### src/design/slot_marker_ring_queue_core_assert.svh
// ----------------------------------------------------------------------------
// Assertion macros for the slot marker ring queue core
// Clocked implication checks with reset gating, for use inside the top level.
// ----------------------------------------------------------------------------
`ifndef SLOT_MARKER_RING_QUEUE_CORE_ASSERT_SVH
`define SLOT_MARKER_RING_QUEUE_CORE_ASSERT_SVH

// Same-cycle implication: when the antecedent holds, the consequent holds too.
`define SMRQ_ASSERT_SAME(label, ante, cons, msg) \
    label: assert property (@(posedge clk) disable iff (!rst_n) (ante) |-> (cons)) \
        else $error(msg);

// Next-cycle implication: when the antecedent holds, the consequent holds in the following cycle.
`define SMRQ_ASSERT_NEXT(label, ante, cons, msg) \
    label: assert property (@(posedge clk) disable iff (!rst_n) (ante) |=> (cons)) \
        else $error(msg);

`endif

### src/design/smrq_pkg.sv
// ----------------------------------------------------------------------------
// smrq_pkg
// Shared types and constants of the slot marker ring queue.
// ----------------------------------------------------------------------------
`timescale 1ns / 1ps

package smrq_pkg;

    // Widths of the external fields.
    localparam int IO_WORD_W    = 32;
    localparam int IO_WORDS     = 4;
    localparam int BATCH_SIZE_W = 4;
    localparam int CFG_INDEX_W  = 2;
    localparam int CFG_DATA_W   = 4;

    // Operation codes carried in the kind field.
    localparam logic KIND_ENQ = 1'b0;
    localparam logic KIND_DEQ = 1'b1;

    // Configuration register indexes.
    localparam logic [CFG_INDEX_W-1:0] REG_BATCH_ENABLE = 2'd0;
    localparam logic [CFG_INDEX_W-1:0] REG_BATCH_SIZE   = 2'd1;

    // Controller states.
    typedef enum logic [1:0] {
        ST_CLEAR,
        ST_IDLE,
        ST_EXEC
    } state_t;

    // Commands from the controller to the datapath.
    typedef struct packed {
        logic clr_wr;
        logic load;
        logic commit;
    } cmd_t;

    // Status from the datapath to the controller.
    typedef struct packed {
        logic clr_last;
        logic out_hold;
    } status_t;

endpackage

### src/design/smrq_ctrl.sv
// ----------------------------------------------------------------------------
// smrq_ctrl
// Controller: sequences the clearing pass, beat acceptance and commit.
// ----------------------------------------------------------------------------
`timescale 1ns / 1ps

module smrq_ctrl (
    input  logic              clk,
    input  logic              rst_n,
    input  logic              in_valid,
    output logic              in_ready,
    input  smrq_pkg::status_t status,
    output smrq_pkg::cmd_t    cmd
);
    import smrq_pkg::*;

    state_t state_reg;
    state_t state_next;

    // State register.
    always_ff @(posedge clk or negedge rst_n)
    begin
        if (!rst_n)
        begin
            state_reg <= ST_CLEAR;
        end
        else
        begin
            state_reg <= state_next;
        end
    end

    // Next state.
    always_comb
    begin
        state_next = state_reg;
        case (state_reg)
            ST_CLEAR:
            begin
                if (status.clr_last)
                begin
                    state_next = ST_IDLE;
                end
            end
            ST_IDLE:
            begin
                if (in_valid)
                begin
                    state_next = ST_EXEC;
                end
            end
            ST_EXEC:
            begin
                if (!status.out_hold)
                begin
                    state_next = ST_IDLE;
                end
            end
            default:
            begin
                state_next = ST_CLEAR;
            end
        endcase
    end

    // Outputs.
    always_comb
    begin
        in_ready   = 1'b0;
        cmd.clr_wr = 1'b0;
        cmd.load   = 1'b0;
        cmd.commit = 1'b0;
        case (state_reg)
            ST_CLEAR:
            begin
                cmd.clr_wr = 1'b1;
            end
            ST_IDLE:
            begin
                in_ready = 1'b1;
                cmd.load = in_valid;
            end
            ST_EXEC:
            begin
                cmd.commit = !status.out_hold;
            end
            default:
            begin
                in_ready = 1'b0;
            end
        endcase
    end

endmodule

### src/design/smrq_dp.sv
// ----------------------------------------------------------------------------
// smrq_dp
// Datapath: slot memory, pointers, reserve mark, configuration and result register.
// ----------------------------------------------------------------------------
`timescale 1ns / 1ps

module smrq_dp #(
    parameter int CAPACITY  = 16,
    parameter int MSG_WORDS = 4,
    parameter int WORD_BITS = 32
) (
    input  logic                                 clk,
    input  logic                                 rst_n,
    input  smrq_pkg::cmd_t                       cmd,
    output smrq_pkg::status_t                    status,
    input  logic                                 cfg_write,
    input  logic [smrq_pkg::CFG_INDEX_W-1:0]     cfg_index,
    input  logic [smrq_pkg::CFG_DATA_W-1:0]      cfg_data,
    input  logic                                 kind,
    input  logic [smrq_pkg::IO_WORD_W-1:0]       first_word,
    input  logic [smrq_pkg::IO_WORD_W-1:0]       second_word,
    input  logic [smrq_pkg::IO_WORD_W-1:0]       third_word,
    input  logic [smrq_pkg::IO_WORD_W-1:0]       fourth_word,
    input  logic                                 out_ready,
    output logic                                 out_valid,
    output logic                                 accepted,
    output logic [smrq_pkg::IO_WORD_W-1:0]       out_first,
    output logic [smrq_pkg::IO_WORD_W-1:0]       out_second,
    output logic [smrq_pkg::IO_WORD_W-1:0]       out_third,
    output logic [smrq_pkg::IO_WORD_W-1:0]       out_fourth
);
    import smrq_pkg::*;

    localparam int IDX_W = $clog2(CAPACITY);
    localparam int PTR_W = IDX_W + 1;
    localparam int ROW_W = MSG_WORDS * WORD_BITS;
    localparam int SUM_W = ((PTR_W > BATCH_SIZE_W) ? PTR_W : BATCH_SIZE_W) + 1;
    localparam logic [IDX_W-1:0] LAST_IDX  = IDX_W'(CAPACITY - 1);
    localparam logic [ROW_W-1:0] MARK_MASK = ROW_W'({WORD_BITS{1'b1}});

    // Slot memory: one row per slot, word 0 in the low bits.
    logic [ROW_W-1:0] slot_mem [CAPACITY];

    logic [PTR_W-1:0]        rptr_reg;
    logic [PTR_W-1:0]        wptr_reg;
    logic [PTR_W-1:0]        rmark_reg;
    logic                    batch_en_reg;
    logic [BATCH_SIZE_W-1:0] batch_size_reg;
    logic [IDX_W-1:0]        clr_idx_reg;
    logic                    kind_reg;
    logic [ROW_W-1:0]        msg_reg;
    logic [ROW_W-1:0]        msg_next;
    logic [ROW_W-1:0]        rd_row_reg;
    logic                    out_valid_reg;
    logic                    accepted_reg;
    logic [IO_WORDS-1:0][IO_WORD_W-1:0] out_word_reg;
    logic [IO_WORDS-1:0][IO_WORD_W-1:0] out_word_next;
    logic [IO_WORDS-1:0][IO_WORD_W-1:0] in_words;

    logic [PTR_W-1:0] probe_ptr;
    logic             at_mark;
    logic [IDX_W-1:0] rd_idx;
    logic             occupied;
    logic             is_deq;
    logic             enq_check;
    logic             op_ok;
    logic             mem_we;
    logic [IDX_W-1:0] wr_idx;
    logic [ROW_W-1:0] wr_row;

    assign in_words = {fourth_word, third_word, second_word, first_word};

    // Probe position of the batch check and whether the producer sits on the mark.
    assign probe_ptr = PTR_W'(SUM_W'(rmark_reg) + SUM_W'(batch_size_reg));
    assign at_mark   = (wptr_reg == rmark_reg);

    // Read address chosen from the incoming beat.
    always_comb
    begin
        if (kind == KIND_DEQ)
        begin
            rd_idx = rptr_reg[IDX_W-1:0];
        end
        else if (batch_en_reg && at_mark)
        begin
            rd_idx = probe_ptr[IDX_W-1:0];
        end
        else
        begin
            rd_idx = wptr_reg[IDX_W-1:0];
        end
    end

    // Message row built from the incoming words.
    always_comb
    begin
        msg_next = '0;
        for (int k = 0; k < MSG_WORDS; k++)
        begin
            msg_next[k*WORD_BITS +: WORD_BITS] = WORD_BITS'(in_words[k]);
        end
    end

    // Decision on the row read for the held beat.
    assign occupied  = |rd_row_reg[WORD_BITS-1:0];
    assign is_deq    = (kind_reg == KIND_DEQ);
    assign enq_check = batch_en_reg ? at_mark : 1'b1;
    assign op_ok     = is_deq ? occupied : !(enq_check && occupied);

    // Single write port: clearing pass, enqueue store or marker clear on dequeue.
    always_comb
    begin
        mem_we = 1'b0;
        wr_idx = clr_idx_reg;
        wr_row = '0;
        if (cmd.clr_wr)
        begin
            mem_we = 1'b1;
        end
        else if (cmd.commit && op_ok)
        begin
            mem_we = 1'b1;
            if (is_deq)
            begin
                wr_idx = rptr_reg[IDX_W-1:0];
                wr_row = rd_row_reg & ~MARK_MASK;
            end
            else
            begin
                wr_idx = wptr_reg[IDX_W-1:0];
                wr_row = msg_reg;
            end
        end
    end

    // Memory write and registered read.
    always_ff @(posedge clk)
    begin
        if (mem_we)
        begin
            slot_mem[wr_idx] <= wr_row;
        end
        if (cmd.load)
        begin
            rd_row_reg <= slot_mem[rd_idx];
        end
    end

    // Beat capture.
    always_ff @(posedge clk)
    begin
        if (cmd.load)
        begin
            kind_reg <= kind;
            msg_reg  <= msg_next;
        end
    end

    // Result words: dequeued message or zeros.
    always_comb
    begin
        out_word_next = '0;
        if (is_deq && op_ok)
        begin
            for (int k = 0; k < MSG_WORDS; k++)
            begin
                out_word_next[k] = IO_WORD_W'(rd_row_reg[k*WORD_BITS +: WORD_BITS]);
            end
        end
    end

    // Pointers, reserve mark, clearing counter and configuration.
    always_ff @(posedge clk or negedge rst_n)
    begin
        if (!rst_n)
        begin
            rptr_reg       <= '0;
            wptr_reg       <= '0;
            rmark_reg      <= '0;
            batch_en_reg   <= 1'b0;
            batch_size_reg <= '0;
            clr_idx_reg    <= '0;
        end
        else
        begin
            if (cmd.clr_wr)
            begin
                clr_idx_reg <= clr_idx_reg + 1'b1;
            end
            if (cmd.commit && op_ok)
            begin
                if (is_deq)
                begin
                    rptr_reg <= rptr_reg + 1'b1;
                end
                else
                begin
                    wptr_reg <= wptr_reg + 1'b1;
                    if (batch_en_reg && at_mark)
                    begin
                        rmark_reg <= probe_ptr + 1'b1;
                    end
                end
            end
            if (cfg_write)
            begin
                case (cfg_index)
                    REG_BATCH_ENABLE: batch_en_reg   <= cfg_data[0];
                    REG_BATCH_SIZE:   batch_size_reg <= cfg_data[BATCH_SIZE_W-1:0];
                    default:          batch_en_reg   <= batch_en_reg;
                endcase
            end
        end
    end

    // Result register valid flag.
    always_ff @(posedge clk or negedge rst_n)
    begin
        if (!rst_n)
        begin
            out_valid_reg <= 1'b0;
        end
        else if (cmd.commit)
        begin
            out_valid_reg <= 1'b1;
        end
        else if (out_ready)
        begin
            out_valid_reg <= 1'b0;
        end
    end

    // Result register payload.
    always_ff @(posedge clk)
    begin
        if (cmd.commit)
        begin
            accepted_reg <= op_ok;
            out_word_reg <= out_word_next;
        end
    end

    assign status.clr_last = (clr_idx_reg == LAST_IDX);
    assign status.out_hold = out_valid_reg && !out_ready;

    assign out_valid  = out_valid_reg;
    assign accepted   = accepted_reg;
    assign out_first  = out_word_reg[0];
    assign out_second = out_word_reg[1];
    assign out_third  = out_word_reg[2];
    assign out_fourth = out_word_reg[3];

endmodule

### src/design/slot_marker_ring_queue_core.sv
// ----------------------------------------------------------------------------
// slot_marker_ring_queue_core
// Single-producer, single-consumer ring queue with empty markers in the slots.
// ----------------------------------------------------------------------------
// After reset the queue runs a clearing pass over the slot memory and
// accepts no beat during that time; configuration writes are taken throughout.
// Each operation then has an accept step, which reads the addressed slot
// from the single slot memory into a register, and a decision step, which
// decides the outcome, writes the slot back and loads the result register.
// A new beat is accepted only after the previous operation has committed; a
// result that waits in the output register stalls the next operation only
// at its decision step. A slot counts as empty when its first word is zero,
// so a message with a zero first word is stored but reads as empty.
`timescale 1ns / 1ps

module slot_marker_ring_queue_core #(
    parameter int CAPACITY  = 16,
    parameter int MSG_WORDS = 4,
    parameter int WORD_BITS = 32
) (
    input  logic                             clk,
    input  logic                             rst_n,
    input  logic                             cfg_write,
    input  logic [smrq_pkg::CFG_INDEX_W-1:0] cfg_index,
    input  logic [smrq_pkg::CFG_DATA_W-1:0]  cfg_data,
    input  logic                             in_valid,
    output logic                             in_ready,
    input  logic                             kind,
    input  logic [smrq_pkg::IO_WORD_W-1:0]   first_word,
    input  logic [smrq_pkg::IO_WORD_W-1:0]   second_word,
    input  logic [smrq_pkg::IO_WORD_W-1:0]   third_word,
    input  logic [smrq_pkg::IO_WORD_W-1:0]   fourth_word,
    output logic                             out_valid,
    input  logic                             out_ready,
    output logic                             accepted,
    output logic [smrq_pkg::IO_WORD_W-1:0]   out_first,
    output logic [smrq_pkg::IO_WORD_W-1:0]   out_second,
    output logic [smrq_pkg::IO_WORD_W-1:0]   out_third,
    output logic [smrq_pkg::IO_WORD_W-1:0]   out_fourth
);
    import smrq_pkg::*;

`include "slot_marker_ring_queue_core_assert.svh"

    cmd_t    cmd;
    status_t status;

    // Controller.
    smrq_ctrl u_ctrl (
        .clk      (clk),
        .rst_n    (rst_n),
        .in_valid (in_valid),
        .in_ready (in_ready),
        .status   (status),
        .cmd      (cmd)
    );

    // Datapath.
    smrq_dp #(
        .CAPACITY  (CAPACITY),
        .MSG_WORDS (MSG_WORDS),
        .WORD_BITS (WORD_BITS)
    ) u_dp (
        .clk         (clk),
        .rst_n       (rst_n),
        .cmd         (cmd),
        .status      (status),
        .cfg_write   (cfg_write),
        .cfg_index   (cfg_index),
        .cfg_data    (cfg_data),
        .kind        (kind),
        .first_word  (first_word),
        .second_word (second_word),
        .third_word  (third_word),
        .fourth_word (fourth_word),
        .out_ready   (out_ready),
        .out_valid   (out_valid),
        .accepted    (accepted),
        .out_first   (out_first),
        .out_second  (out_second),
        .out_third   (out_third),
        .out_fourth  (out_fourth)
    );

    // Only one operation is in flight, so an accepted beat closes the input.
    `SMRQ_ASSERT_NEXT(a_one_in_flight, in_valid && in_ready, !in_ready,
        "input accepted while an operation was in flight")

    // The clearing pass never overlaps beat acceptance.
    `SMRQ_ASSERT_SAME(a_clear_blocks_input, cmd.clr_wr, !in_ready && !cmd.commit,
        "beat activity during the clearing pass")

    // A commit never overwrites a result that is still waiting.
    `SMRQ_ASSERT_SAME(a_no_result_overwrite, cmd.commit, !(out_valid && !out_ready),
        "result register overwritten while held")

    // A result appears only after a commit.
    `SMRQ_ASSERT_SAME(a_result_from_commit, $rose(out_valid), $past(cmd.commit),
        "result valid without a commit")

endmodule

### config.mk
export PLATFORM = sky130hd
export DESIGN_NAME = slot_marker_ring_queue_core
export DESIGN_NICKNAME = d
export VERILOG_FILES = /design/src/design/smrq_pkg.sv /design/src/design/smrq_ctrl.sv /design/src/design/smrq_dp.sv /design/src/design/slot_marker_ring_queue_core.sv
export VERILOG_INCLUDE_DIRS = /design/src /design/src/design
export SDC_FILE = /design/constraint.sdc
export NUM_CORES = 2
export LEC_CHECK = 0
export ABC_AREA = 1
export BUFFER_PORTS_ARGS = -buffer_cell sky130_fd_sc_hd__buf_2
export CORE_ASPECT_RATIO = 0.5
export CORE_MARGIN = 5
export CORE_UTILIZATION = 50
export DETAILED_ROUTE_END_ITERATION = 12
export PLACE_DENSITY_LB_ADDON = 0.25
export SETUP_SLACK_MARGIN = 0.1
export SLEW_MARGIN = 20
export SYNTH_ARGS = -nofsm -noshare
export SYNTH_HDL_FRONTEND = slang
export SYNTH_SLANG_ARGS = --single-unit
### constraint.sdc
create_clock -name clk -period 26.5 [get_ports clk]
set_clock_uncertainty 0.05 [all_clocks]
set_input_delay 3.975 -clock clk [delete_from_list [all_inputs] [get_ports clk]]
set_output_delay 3.975 -clock clk [all_outputs]
set_load 0.05 [all_outputs]
==> run metrics <==
largest net degree at the start of global routing between 150 and 200; crit-path most repeated cell buf_4; synthesis warning total 0; Leak a little under 50 nW; Num Clock Sinks 2460; Slew Viols, Final 0; maximum clock insertion buffer count 4; Final Wtd Congestion 0.798; average size of a mapped cell about 11 sq um; CTS HTree Levels 4; first-pass GRT wire length a little over 400 mm; Post-CTS Resized 0; Post-synth top flop edfxtp_1; ANT nets after route 0; initial antenna violation count 1; Num CTS Buffers 220; status finished, final reports clean; Tcrit/Tclk final 0.314; sequential area share after synthesis 0.701; post-synthesis cell area between 100000 and 150000 sq um; most frequent cells in the layout nand3_1 (2451), edfxtp_1 (2434), inv_1 (2236); PortBufs 270; Final Hold Viols 0; Final Power between 10 and 15 mW; worst hold path type flop to flop; Starting Density 0.501; syn nets approximately 9900; final setup fails 0; slowest library cell on the worst path nor2_4; critical-path cell list buf_2, nor2_1, inv_1, nand2_1, inv_8, nand2_1, o21ai_0, nand3_1, nor2_4, buf_4, buf_4, buf_4; clock root buffer clkbuf_16; Crit path arrival time approximately 8.7 ns; # rows around 120; Final Util 0.553; Hold-fix buffers, CTS 0; post-synth top area share 0.694; crit start category primary input; IO Count 271; measured slew at the worst slew-check pin around 1.3 ns; layout net count roughly 10000; post-route insts no fill between 10000 and 15000; largest area contributor in the netlist edfxtp_1; synth top area cells edfxtp_1 (69%), nand3_1 (12%), inv_1 (8.0%); Die Y between 300 and 400 microns; die area approximately 220000 sq um; Worst R2R Path Depth 14; Crit. End Element flop; Via density around 5.4; 1st-pass router iterations 6; share of cells above drive strength 1 0.0783; Yosys cell types 33; Die Width ~660 microns; drt wl/cell between 20 and 25 microns; cell depth of the worst hold path 2; critical path required time between 20 and 30 ns; max reg flops 2048; All-Layer GR Usage 0.246; asr flop ratio synth 0.0106; Post-route DRC 0; Sum Neg Setup Slack 0 ns; peak supply drop 0.0000959 V; dpl hpwl roughly 130 mm; post-placement cell count roughly 12000; Worst slew margin 0.142; max incr delay on CP roughly 0.86 ns; CTS tree done; Layout area overhead 10.2%; clk_lat worst skew 0.86 ns; number of synthesized flops with an enable pin roughly 2400; Tmin final just over 8 ns; Power Density 102 nW/um^2; Vias 69500; vias in the first global route approximately 67000; commonest non-fill, non-tap cell in the layout nand3_1; # Post-CTS Setup Buffers 0; CORE AREA about 210000 sq um; RSZ-0062 raised after global routing false; maxcap violations 0; DRT Wirelength between 200 and 300 mm; total global routing overflow 0; CP Class primary input to flop; #FFs+latches synth approximately 2500; CP Max Fanout 70; initial DRC count around 7600; FMAX 120 MHz; Mapped Cells 9762; Reg clk slew, reported paths about 0.060 ns
==> where the power goes <==
part           leakage [nW]  total, mW  switching, mW  internal (mW)
clock                  3.27       3.10           1.40           1.70
sequential             23.3       5.20          0.141           5.06
combinational          22.6       3.53           2.68          0.843
total                  49.2       11.8           4.22           7.60
==> through the flow <==
stage / setup slack, ns / hold slack, ns / area [sq um]
4_1_cts: 18.18 / 0.463 / 116000
3_3_place_gp: 17.33 / 0.450 / 109000
3_5_place_dp: 17.28 / 0.445 / 109000
6_report: 18.19 / 0.461 / 116000
2_1_floorplan: 11.00 / 0.409 / 105000
5_1_grt: 17.95 / 0.489 / 116000
==> final timing paths <==
kind	start	to	slack, ns
max in group asynchronous	rst_n	u_dp.clr_idx_reg[2]	22.91
hold reg to reg	u_dp.batch_size_reg[0]	u_dp.batch_size_reg[0]	0.46
hold / removal	u_dp.batch_size_reg[0]	u_dp.batch_size_reg[0]	0.46
setup / recovery	out_ready	u_dp.slot_mem[6][104]	18.19
min in group asynchronous	rst_n	u_dp.batch_size_reg[3]	3.08
setup reg to reg	u_dp.rd_row_reg[26]	u_dp.slot_mem[6][104]	20.03
==> worst max-delay path: cells and delay by family <==
family	cells	cell delay (ns)
buffers and inverters	6	2.50
AND/OR/NAND/NOR	5	1.86
AO/OA/AOI/OAI	1	0.25
==> cell usage after synthesis (2+ instances only) <==
cell type,n
clkbuf_1,195
xor2_1,14
buf_6,25
nand4_1,12
nand3b_1,3
dfrtp_1,26
inv_2,2
buf_4,28
nand2_1,1704
buf_2,230
buf_1,53
xnor2_1,5
nand3_1,2453
a21oi_1,6
edfxtp_1,2434
mux2_2,3
o21ai_0,112
inv_1,2240
nor2_1,192
o21ai_2,2
ha_1,8
clkinv_1,3
nor2_2,2
==> layout make-up <==
| type | instances | area (sq um) |
|---|---|---|
| fill | 17500 | 93900 |
| sequential | 2460 | 73700 |
| multi-input combinational | 4524 | 20800 |
| inverter | 2245 | 8450 |
| clock buffer | 291 | 5860 |
| tap | 2783 | 3480 |
| timing repair buffer | 448 | 2840 |
| clock inverter | 97 | 873 |
| antenna | 2 | 5.00 |
==> kinds of logic after synthesis <==
logic type	Yosys count	synth area share
multiplexers	3	0.000321
AND/OR/NAND/NOR	4371	0.186
adder cells (fa/ha/maj)	9	0.00114
AO/OA/AOI/OAI	122	0.00591
buffers and inverters	2778	0.105
XOR/XNOR	19	0.00158
flip-flops	2460	0.701
==> per-layer routing <==
| layer | up-vias | part of all wire | GRT usage | wire length (microns) |
|---|---|---|---|---|
| met3 | 467 | 0.077 | 0.0323 | 21400 |
| li1 | 32100 | - | - | - |
| met2 | 2966 | 0.48 | 0.408 | 132000 |
| met4 | 0 | 0.027 | 0.0668 | 7360 |
| met5 | - | 0 | 0 | 0 |
| met1 | 33900 | 0.42 | 0.345 | 116000 |
Power figures use the tool's default switching activity.
